<file path="config.mk">
export PLATFORM = sky130hd
export DESIGN_NAME = hda_ctrl
export DESIGN_NICKNAME = d
export VERILOG_FILES = /design/src/sv/hda_pkg.sv /design/src/sv/hda_ctrl.sv
export SDC_FILE = /design/constraint.sdc
export NUM_CORES = 1
export LEC_CHECK = 0
export ABC_AREA = 1
export BUFFER_PORTS_ARGS = -buffer_cell sky130_fd_sc_hd__clkbuf_2
export CORE_AREA = 2 2 39 41
export DETAILED_ROUTE_END_ITERATION = 10
export DIE_AREA = 0 0 41 43
export HOLD_SLACK_MARGIN = 0.1
export PLACE_DENSITY_LB_ADDON = 0.05
export SLEW_MARGIN = 10
export SYNTH_ARGS = -nofsm -noshare
export SYNTH_HDL_FRONTEND = slang
export SYNTH_SLANG_ARGS = --single-unit
</file>
<file path="constraint.sdc">
create_clock -name clock -period 1.3 [get_ports clock]
set_clock_uncertainty 0.05 [all_clocks]
set_input_delay 0.195 -clock clock [delete_from_list [all_inputs] [get_ports clock]]
set_output_delay 0.195 -clock clock [all_outputs]
set_load 0.05 [all_outputs]
</file>
<file path="src/sv/hda_pkg.sv">
// Shared types and constants for the Hankel anti-diagonal averaging block.
// No dependencies; every other file imports this package.
`default_nettype none

package hda_pkg;

   // Default size of the largest matrix dimension
   localparam int HDA_MAX_DIM = 1024;

   // Fixed field widths
   localparam int SAMPLE_W   = 32;
   localparam int CFG_W      = 11;
   localparam int DIAG_W     = 11;
   localparam int CSR_DATA_W = 32;
   localparam int CSR_ADDR_W = 3;

   // Register index, taken from paddr[2]
   localparam logic REG_ROWS = 1'b0;
   localparam logic REG_COLS = 1'b1;

   // Controller states
   typedef enum logic [2:0] {
      ST_IDLE,
      ST_READ,
      ST_UPDATE,
      ST_DIVIDE,
      ST_OUTPUT
   } ctrl_state_type;

   // Commands from controller to datapath
   typedef struct packed {
      logic accept;
      logic mem_write;
      logic div_start;
      logic load_out;
   } ctrl_cmd_type;

   // Status from datapath to controller
   typedef struct packed {
      logic emit;
      logic div_busy;
      logic out_free;
   } ctrl_stat_type;

endpackage

`default_nettype wire

</file>
<file path="src/sv/hda_ctrl.sv">
// Controller: sequences accept, memory read, update, divide and output.
// Depends on hda_pkg for the state and command types.
`default_nettype none

module hda_ctrl import hda_pkg::*; (
   input  logic          clock,
   input  logic          reset,
   input  logic          req_valid,
   output logic          req_ready,
   input  ctrl_stat_type stat,
   output ctrl_cmd_type  cmd
);

   ctrl_state_type state_ff, state_in;

   always_ff @(posedge clock) begin
      if (reset) begin
         state_ff <= ST_IDLE;
      end else begin
         state_ff <= state_in;
      end
   end

   // Next state and commands
   always_comb begin
      state_in  = state_ff;
      cmd       = '0;
      req_ready = 1'b0;
      case (state_ff)
         ST_IDLE: begin
            req_ready = 1'b1;
            if (req_valid) begin
               cmd.accept = 1'b1;
               state_in   = ST_READ;
            end
         end
         ST_READ: begin
            state_in = ST_UPDATE;
         end
         ST_UPDATE: begin
            cmd.mem_write = 1'b1;
            if (stat.emit) begin
               cmd.div_start = 1'b1;
               state_in      = ST_DIVIDE;
            end else begin
               state_in = ST_IDLE;
            end
         end
         ST_DIVIDE: begin
            if (!stat.div_busy) begin
               state_in = ST_OUTPUT;
            end
         end
         ST_OUTPUT: begin
            if (stat.out_free) begin
               cmd.load_out = 1'b1;
               state_in     = ST_IDLE;
            end
         end
         default: begin
            state_in = ST_IDLE;
         end
      endcase
   end

endmodule

`default_nettype wire

</file>
After elaboration in Yosys (flattened, before gate mapping)
Index checks and enable logic that the tools add are counted.
Cells by class
  muxes and demuxes: 12
  reduce and logical (&&, ||, !) cells: 2
  eq/ne operators: 7
Operators with widths (count)
  3-bit case mux with 5 select lines: 1
  3-bit two-way mux: 3
  3-bit by 2-bit == test with 1-bit output (second input constant): 2
  1-bit two-way mux: 6
  2-bit != test (second input constant): 3
  2-bit two-way mux: 2
  3-bit by 1-bit == test with 1-bit output (second input constant): 1
  3-bit == test (second input constant): 1
  3-bit zero test: 1
  3-bit AND reduction: 1
Word-level totals
  input bits: 6
  output and inout bits: 5
  word-level logic and storage cells: 22
  bits in registers: 3

Logic depth before layout (Yosys ltp)
  word-level depth: 3
  depth in mapped cells: 6
  mapped depth without buffers: 6

Least setup slack after synthesis
No wires, ideal clock.
  kind: reg-to-output
  start: register state_ff[2]
  end: output port cmd[0] (netlist bit)
  arrival time: 1.941 ns
  buffers on the path: 0
  path slack: -0.886 ns
  required time: 1.055 ns
  stages on the path, launching flop included: 3
  path through: dfxtp_1 inv_1 nor4_1
RTL lines
  start, declared: line hda_ctrl.sv:14  | ctrl_state_type state_ff, state_in;
  start signal, assigned: line hda_ctrl.sv:20  | state_ff <= state_in;
  end, declared: line hda_ctrl.sv:11  | output ctrl_cmd_type cmd

==> results_dict.tcl <==
set metrics [dict create \
    cellLeakagePower_nw 0.221 \
    cp_cell_sequence "inv_4 > nor3_4 > nand2_2 > clkinvlp_4 > clkbuf_16" \
    outcome "finished, violations left" \
    power.ir.vdd_worst_v 0.000786 \
    cp_slowest_cell "sky130_fd_sc_hd__dfxtp_4" \
    registers.top_by_ff_count "state_ff" \
    cp.arrival_ps 1150 \
    place.detailed.instances 64 \
    cap_viol_max_count 0 \
    largest_register_ff_count 3 \
    worstSkewPairLatency_ps 240 \
    core_area_um2 1380 \
    holdWs_ps 291 \
    routed_wire_length_per_instance_um 9.86 \
    cts_sinks 3 \
    rsz0062_at_grt "true" \
    grt_max_degree 6 \
    post_synth.cell_area_avg_um2 5.91 \
    cts_max_path_buffers 2 \
    end_kind "primary output" \
    io_pins 11 \
    violations "negative setup slack" \
    dieArea_um2 1760 \
    clock.fmax_mhz 719 \
    place_area_um2 344 \
    synth-seq-area-share 0.308 \
    drtPass1Iterations 4 \
    synthDistinctLibCells 10 \
    place.gp.congestion 0.678 \
    final_cells 71 \
    power_density_nw_per_um2 1850 \
    setup_total_negative_slack_ps -199 \
    ant_nets 0 \
    synth-adder-area-share 0 \
    drc_errors 0 \
    io_buffer_count 10 \
    synthToLayoutAreaGrowth_pct 133 \
    yosys.area.top_type_share 0.308 \
    synth-compound-area-share 0.0385 \
    slew_violations 0 \
    cp_max_fo 5 \
    cts_tree "built" \
    synth_mux_area_frac 0 \
    worst_min_delay_path_category "in2reg" \
    worst_ep_required_time_ps 1050 \
    slew_headroom 0.869 \
    most_used_cells_in_the_layout_excluding_fill_and_tap_cells "8 x sky130_fd_sc_hd__buf_4, 6 x sky130_fd_sc_hd__inv_1, 6 x sky130_fd_sc_hd__nand3_1" \
    critical_path_class "reg2out" \
    grt_pass1_vias 293 \
    post_synth_instance_area_um2 195 \
    antenna-diode-count 0 \
    grt.total_usage 0.100 \
    cts_root_buffer "sky130_fd_sc_hd__clkbuf_4" \
    die_y_extent_um 43 \
    cts_made_buffers 3 \
    final.min_clock_period_ps 1390 \
    area_of_all_placed_cells_without_fillers_um2 455 \
    synth_simple_gate_area_frac 0.481 \
    grt_antenna_before_repair 0 \
    detail_route.wirelength_um 700 \
    design.final.nets 62 \
    timing.final.ws_setup_ps -91.4 \
    detailedPlacementHpwl_um 495 \
    timing_hold_violations_final 0 \
    yosys_warnings 0 \
    tightest_slew_ps 194 \
    post_drt_via_cell_ratio 3.94 \
    initial_utilization 0.141 \
    starting_drt_drc_count 4 \
    layout_top_registers "state_ff (3)" \
    critical_path.max_stage_delay_ps 390 \
    vias 280 \
    synth_xor_area_frac 0 \
    synth_cells 33 \
    synth_top_family_by_area "simple AND/OR/NAND/NOR gates" \
    ff_latch_count_synth 3 \
    clkSlewWorstSetupHoldPaths_ps 40 \
    final_layout_size_suffix_gt1_frac 0.582 \
    synth_area_leaders "sky130_fd_sc_hd__dfxtp_1 31%, sky130_fd_sc_hd__nand3_1 15%, sky130_fd_sc_hd__inv_1 15%" \
    final_core_utilization 0.329 \
    final.period_utilization 1.07 \
    floorplan.die.width_um 41 \
    grt_overflow 0 \
    synthesis.nets 39 \
    synth_top_area_cell "sky130_fd_sc_hd__dfxtp_1" \
    layout_commonest_cell "sky130_fd_sc_hd__buf_4" \
    setup.worst_path.start_class "flop" \
    first_pass_grt_wire_length_um 1120 \
    htree_num_levels 1 \
    setup_viol_count_final 4 \
    num_rows 14 \
]
-- worst max-delay path: cells and delay by family, from the launching register on --
kind	cells	cell delay, ps
buffers and inverters	3	290
and+or+nand+nor	2	230
DFF	1	390
-- through the flow --
| stage | worst slack [ps] | total power [W] |
|---|---|---|
| 6_report | -91.4 | 0.000842 |
| 3_3_place_gp | 14.9 | 0.000570 |
| 3_5_place_dp | 17.9 | 0.000564 |
| 4_1_cts | -90.7 | 0.000819 |
| 2_1_floorplan | -232 | 0.000447 |
| 5_1_grt | -142 | 0.000895 |
-- layer usage --
layer | GRT usage | part of all wire
met5 | 0 | 0
met4 | 0.100 | 0.023
met3 | 0.0157 | 0.049
met2 | 0.166 | 0.53
met1 | 0.0927 | 0.39
-- cell usage after synthesis --
cell type,n
sky130_fd_sc_hd__inv_1,8
sky130_fd_sc_hd__nor3_2,1
sky130_fd_sc_hd__a211oi_1,1
sky130_fd_sc_hd__inv_2,1
sky130_fd_sc_hd__nor4_1,1
sky130_fd_sc_hd__dfxtp_1,3
sky130_fd_sc_hd__nand3_1,6
sky130_fd_sc_hd__nor2_1,4
sky130_fd_sc_hd__nand4_1,1
sky130_fd_sc_hd__nand2_1,7
-- power by group --
| group | switching [W] | total [W] | internal [W] |
|---|---|---|---|
| sequential | 0.0000510 | 0.000172 | 0.000121 |
| combinational | 0.000287 | 0.000501 | 0.000214 |
| clock | 0.0000542 | 0.000170 | 0.000115 |
| total | 0.000392 | 0.000842 | 0.000450 |
-- layout make-up --
cell class              count  area [um^2]
clock buffers               4         26.3
fillers                   159          928
inverters                   9         40.0
multi-input cells          21          138
flip-flops and latches      3         68.8
well taps                  16         20.0
repair buffers             18          163
-- final timing paths --
kind | startpoint | end | slack (ps) | cells after the start
worst max register to register | state_ff[0] | state_ff[0] | 160 | 6
worst min-delay path | stat[0] | state_ff[2] | 290 | 4
worst min register to register | state_ff[1] | state_ff[2] | 510 | 2
worst max-delay path | state_ff[1] | cmd[1] | -90 | 5
-- logic make-up (layout without fill, tap and decap cells) --
kind of cell	count (synthesis)	after routing
buf+inv	9	31
flops	3	3
compound gates	1	1
simple gates	20	20
-- what timing repair did --
item / in CTS / in global routing
endpoints found under the hold margin: 1 / 0
endpoints found under the setup margin: 5 / 5
gates resized for setup: 15 / 3
setup buffers: 1 / 1
hold buffers: 1 / 0
pin swaps: 3 / 0
Note: power is estimated with default switching activity, not from simulation.
