## src/sv/hda_pkg.sv

```systemverilog
// Shared types and constants for the Hankel anti-diagonal averaging block.
// No dependencies; every other file imports this package.
`default_nettype none

package hda_pkg;

   // Default size of the largest matrix dimension
   localparam int HDA_MAX_DIM = 1024;

   // Fixed field widths
   localparam int SAMPLE_W   = 32;
   localparam int CFG_W      = 11;
   localparam int DIAG_W     = 11;
   localparam int CSR_DATA_W = 32;
   localparam int CSR_ADDR_W = 3;

   // Register index, taken from paddr[2]
   localparam logic REG_ROWS = 1'b0;
   localparam logic REG_COLS = 1'b1;

   // Controller states
   typedef enum logic [2:0] {
      ST_IDLE,
      ST_READ,
      ST_UPDATE,
      ST_DIVIDE,
      ST_OUTPUT
   } ctrl_state_type;

   // Commands from controller to datapath
   typedef struct packed {
      logic accept;
      logic mem_write;
      logic div_start;
      logic load_out;
   } ctrl_cmd_type;

   // Status from datapath to controller
   typedef struct packed {
      logic emit;
      logic div_busy;
      logic out_free;
   } ctrl_stat_type;

endpackage

`default_nettype wire

```

## src/sv/hda_csr.sv

```systemverilog
// APB register file: matrix_rows and matrix_cols, clamped to 1..MAX_DIM.
// Depends on hda_pkg; a write pulses restart to rewind the matrix position.
`default_nettype none

module hda_csr import hda_pkg::*; #(
   parameter  int MAX_DIM = HDA_MAX_DIM,
   localparam int DIM_W   = $clog2(MAX_DIM + 1)
) (
   input  logic                  clock,
   input  logic                  reset,
   input  logic                  csr_psel,
   input  logic                  csr_penable,
   input  logic                  csr_pwrite,
   input  logic [CSR_ADDR_W-1:0] csr_paddr,
   input  logic [CSR_DATA_W-1:0] csr_pwdata,
   output logic [CSR_DATA_W-1:0] csr_prdata,
   output logic                  csr_pready,
   output logic [DIM_W-1:0]      eff_rows,
   output logic [DIM_W-1:0]      eff_cols,
   output logic                  restart
);

   logic [CFG_W-1:0] rows_ff, rows_in;
   logic [CFG_W-1:0] cols_ff, cols_in;
   logic             wr_en;

   // Map zero to one and cap at the largest dimension
   function automatic logic [DIM_W-1:0] clamp_dim(input logic [CFG_W-1:0] raw);
      logic [31:0] wide;
      wide = 32'(raw);
      if (wide == 32'd0) begin
         clamp_dim = DIM_W'(1);
      end else if (wide > 32'(MAX_DIM)) begin
         clamp_dim = DIM_W'(MAX_DIM);
      end else begin
         clamp_dim = DIM_W'(raw);
      end
   endfunction

   assign csr_pready = 1'b1;
   assign wr_en      = csr_psel & csr_penable & csr_pwrite & csr_pready;
   assign restart    = wr_en;

   // Decode the write
   always_comb begin
      rows_in = rows_ff;
      cols_in = cols_ff;
      if (wr_en) begin
         case (csr_paddr[2])
            REG_ROWS: rows_in = csr_pwdata[CFG_W-1:0];
            REG_COLS: cols_in = csr_pwdata[CFG_W-1:0];
            default:  rows_in = rows_ff;
         endcase
      end
   end

   always_ff @(posedge clock) begin
      if (reset) begin
         rows_ff <= CFG_W'(1);
         cols_ff <= CFG_W'(1);
      end else begin
         rows_ff <= rows_in;
         cols_ff <= cols_in;
      end
   end

   // Read back the raw register values
   assign csr_prdata = (csr_paddr[2] == REG_COLS) ? CSR_DATA_W'(cols_ff)
                                                  : CSR_DATA_W'(rows_ff);

   assign eff_rows = clamp_dim(rows_ff);
   assign eff_cols = clamp_dim(cols_ff);

endmodule

`default_nettype wire

```

## config.mk

```make
export PLATFORM = sky130hd
export DESIGN_NAME = hda_csr
export DESIGN_NICKNAME = d
export VERILOG_FILES = /design/src/sv/hda_pkg.sv /design/src/sv/hda_csr.sv
export SDC_FILE = /design/constraint.sdc
export NUM_CORES = 1
export LEC_CHECK = 0
export ABC_CLOCK_PERIOD_IN_PS = 950
export CAP_MARGIN = 30
export CORE_MARGIN = 4
export CORE_UTILIZATION = 45
export CTS_BUF_LIST = sky130_fd_sc_hd__clkbuf_16
export DETAILED_ROUTE_END_ITERATION = 8
export DONT_BUFFER_PORTS = 1
export HOLD_SLACK_MARGIN = 0.15
export PLACE_DENSITY = 0.6
export SLEW_MARGIN = 15
export SYNTH_ARGS = -nofsm -noshare
export SYNTH_HDL_FRONTEND = slang
export SYNTH_SLANG_ARGS = --single-unit
```

## constraint.sdc

```tcl
create_clock -name clock -period 0.95 [get_ports clock]
set_input_delay 0.0475 -clock clock [delete_from_list [all_inputs] [get_ports clock]]
set_output_delay 0.0475 -clock clock [all_outputs]
set_load 0.005 [all_outputs]
```

After elaboration in Yosys (flattened, before gate mapping)
Cells that the tools add are included.
{ "word_totals": {"regBits": 22, "inputBits": 40, "out_inout_bits": 56, "wordCells": 16} }
{ "classes": {"order_cmp": 2, "n_mux": 5, "n_bitwise": 3, "reduce_logical": 4} }
{ "ops": {"columns": ["op", "count"], "rows": [
  ["$mux 11", 5],
  ["$gt 11x11->1 const B", 2],
  ["$logic_not 11->1", 2],
  ["$reduce_and 2->1", 2],
  ["$and 1x1->1", 2],
  ["$not 1->1", 1]
]} }

Longest topological paths before layout
{ "depth": {"ltp_word": 3, "depth_mapped": 3, "depth_no_buf": 2} }

Worst setup path before layout
Ideal clock, no wire load.
{ "synth_timing": {"path_kind": "register to output", "startpoint": "register rows_ff[10]", "endpoint": "output eff_rows[0]", "arrival_time_ns": 0.888, "required_time_ns": 0.902, "path_slack_ns": 0.014, "path_stages_with_launch": 4, "cell_sequence": "dfxtp_1 > clkbuf_1 > inv_1 > a32o_1"} }
{ "synth_via": {"elab_chain_cells": 3, "elab_cells_between_ends": 4} }
{ "synth_rtl": {"columns": ["element", "line", "rtl"], "rows": [
  ["start: declaration", "hda_csr.sv:23", "logic [CFG_W-1:0] rows_ff, rows_in;"],
  ["start signal: assignment", "hda_csr.sv:62", "rows_ff <= rows_in;"],
  ["$gt 11x11->1", "hda_csr.sv:33", "end else if (wide > 32'(MAX_DIM)) begin"],
  ["$mux 11", "hda_csr.sv:33", null],
  ["$mux 11 (*)", "hda_csr.sv:31", "if (wide == 32'd0) begin"],
  ["end: declaration", "hda_csr.sv:18", "output logic [DIM_W-1:0] eff_rows,"]
]} }
Every way passes the cells marked *; elsewhere a longest branch is shown, timed or not.

Worst setup path after layout
{ "layout_timing": {"startpoint": "register cols_ff[7]", "endpoint": "output eff_cols[0]"} }
{ "layout_via": {"elab_chain_cells": 3, "elab_cells_between_ends": 4} }
{ "layout_rtl": {"columns": ["element", "line", "rtl"], "rows": [
  ["start: declaration", "hda_csr.sv:24", "logic [CFG_W-1:0] cols_ff, cols_in;"],
  ["start signal: assignment", "hda_csr.sv:63", "cols_ff <= cols_in;"],
  ["$gt 11x11->1", "hda_csr.sv:33", null],
  ["$mux 11", "hda_csr.sv:33", null],
  ["$mux 11 (*)", "hda_csr.sv:31", null],
  ["end: declaration", "hda_csr.sv:19", "output logic [DIM_W-1:0] eff_cols,"]
]} }
Marks and branches as above.

==> results.ini <==
[power]
comb_power_share_pct=12.3
p_leak_nw=0.8255
peakVddDrop_mv=0.6032
power.switching_w=0.0004412
p_seq_share_pct=46.0
powerDensity_mw_per_mm2=1117
power.total_w=0.002094
p_int_w=0.001653
clockPowerShare_pct=41.7
swShare_pct=21.07

[worst_setup_path]
worstPathMaxFanout=2
criticalPathCategory=flip-flop to output pin
start_kind=flip-flop
worstPathRequired_ns=0.90
worst-endpoint-arrival_ns=1.11
rr_worst_depth=3
cp-end-kind=output pin

[clocking]
cts_buffers=3
cts-root-buf=clkbuf_16
clockBufferDepth=2
clock-sinks=22
path_clk_slew_ns=0.05
htreeDepth=1
clock_latency_ns=0.25
cts_tree=done

[finish]
drive_gt1_share_pct=43.02
layout_commonest_cell=nand2b_1
diodes=0
num-fill-cells=258
area_delta_synth_final_pct=30.72
final_area_sq_mm=0.001874
nets=213
mostFrequentLayoutCells=nand2b_1 (29), mux2i_1 (22), conb_1 (22)
utilization_pct=61.39

[flow_run]
maxCapViolations=0

[yosys]
synthAdderAreaFrac_pct=0
postSynthAreaPerCell_sq_um=9.311
yosys_warnings=0
synthXorXnorAreaFrac_pct=0
synth_compound_area_share_pct=1.745
synth_cells=154
synth_mux_area_share_pct=23.21
synthSimpleGateAreaFrac_pct=27.23
ys_ff_latch=22
synth_area_sq_mm=0.001434
synth_top_family_by_area=simple AND/OR/NAND/NOR gates
synth_cell_types=20
ys_seq_area_share_pct=30.72

[timing]
worst_slack_ns=-0.2086
fin_crit_sh_pct=122.0
clock_skew_ns=0
hold_viol=19
setup_violations=17
hold-worst-slack_ns=-0.03064
rsz0062_at_grt=true
fin_crit_ns=1.159
fmax_ghz=0.8631
finalMaxSlewViolations=0

[routing]
postRouteAntennaNets=0
drt-initial-drc-count=15
firstDrtPassIters=3
top_layer_used=met4
wire_per_inst_microns=15.88
wirelength_mm=3.431
wl_met2_mm=1.699
drt-met1-wl_mm=1.437
wl_met3_microns=264
drc=0
route.vias.total=1033
drt-vias-per-instance=4.782

[floorplanning]
ioPinCount=96
fp.dieArea_sq_mm=0.004154
initial_core_util_pct=46.97
fp.dieH_microns=64.45
placementRows=20
die_x_microns=64.45
core_area_sq_mm=0.003053

[hold_path]
hold_class=input port to flip-flop
min_path_cells=2

[run_status]
outcome=finished with violations
violations=hold timing, setup timing

[placed_design]
portBuffers=0
dpl_cell_area_sq_mm=0.001454
detailed_place_hpwl_mm=2.309
globalplace.congestion=0.7576
place_ws_ns=-0.07360

[global_routing]
grt_max_degree=34
grt-ovfl-total=0
grt_antenna_before_repair=0
grt_use_total_pct=15.53
grt_pass1_wl_mm=5.009
grt_pass1_vias=1010

## area by class of cell
| class | instances | area [sq um] | area share, % |
|---|---|---|---|
| multi-input cells | 118 | 1002 | 53.47 |
| flip-flops and latches | 22 | 461.7 | 24.63 |
| repair buffers | 26 | 269.0 | 14.35 |
| clock buffers | 3 | 75.07 | 4.005 |
| well taps | 44 | 55.05 | 2.937 |
| inverters | 2 | 7.507 | 0.4005 |
| clock inverters | 1 | 3.754 | 0.2003 |
## registers in the layout, indices dropped and copies added, names as in the netlist
| name | cells |
|---|---|
| rows_ff | 11 |
| cols_ff | 11 |
## worst paths after layout
kind / end / from / slack [ns]
worst max register to register: rows_ff[10]$_SDFFE_PP0P_ / rows_ff[10]$_SDFFE_PP0P_ / -0.02
worst min-delay path: cols_ff[6]$_SDFFE_PP0P_ / reset / -0.03
worst min register to register: cols_ff[9]$_SDFFE_PP0P_ / cols_ff[9]$_SDFFE_PP0P_ / 0.50
worst max-delay path: eff_cols[0] / cols_ff[7]$_SDFFE_PP0P_ / -0.21
## through the flow
stage	setup TNS, ns	cells
5_1_grt	-1.810	216
3_3_place_gp	-0.05856	202
3_5_place_dp	-0.1095	202
6_report	-1.254	216
2_1_floorplan	0	174
4_1_cts	-1.021	212
## metal layers
layer	vias to the layer above	global-route usage [%]
met5	-	0
met1	492	20.02
met3	4	4.679
met2	39	25.26
met4	0	3.958
li1	498	-
## worst max-delay path, stage by stage, from the launching register on
cell	delay (ns)
dfxtp_2	0.34
nor4_4	0.29
a32o_2	0.23
## repair_timing
item,CTS,global route
hold endpoints to repair,23,22
endpoints found under the setup margin,29,28
hold buffers,6,1
pin swaps,5,3
cloned,0,1
gates resized for setup,41,38
setup buffers,0,2
## synth_stat cells, drive strengths merged
cell type | instances | area share (%)
a32o | 2 | 1.4
and3 | 1 | 0.44
and4 | 1 | 0.79
buf | 25 | 14
clkbuf | 7 | 1.8
conb | 2 | 0.52
dfxtp | 22 | 31
inv | 2 | 0.52
mux2 | 10 | 7.9
mux2i | 22 | 15
nand2 | 1 | 0.26
nand2b | 29 | 13
nand4b | 1 | 1.7
nor2 | 5 | 1.3
nor2b | 18 | 7.9
nor4 | 4 | 1.7
o21ai | 1 | 0.35
or2b | 1 | 0.52
## kinds of logic after synthesis
kind of cell           Yosys count
DFF                             22
buffers and inverters           34
and+or+nand+nor                 61
other                            2
AOI/OAI and AO/OA                3
muxes                           32
## power by group through the flow
stage / logic [W] / clock network (W) / registers, W
floorplan: 0.000230 / 0 / 0.000977
global placement: 0.000183 / 0 / 0.000978
detailed placement: 0.000186 / 0 / 0.000978
CTS: 0.000229 / 0.000884 / 0.000966
global route: 0.000280 / 0.000933 / 0.000966
finish: 0.000257 / 0.000873 / 0.000964
Power figures use the tool's default switching activity.
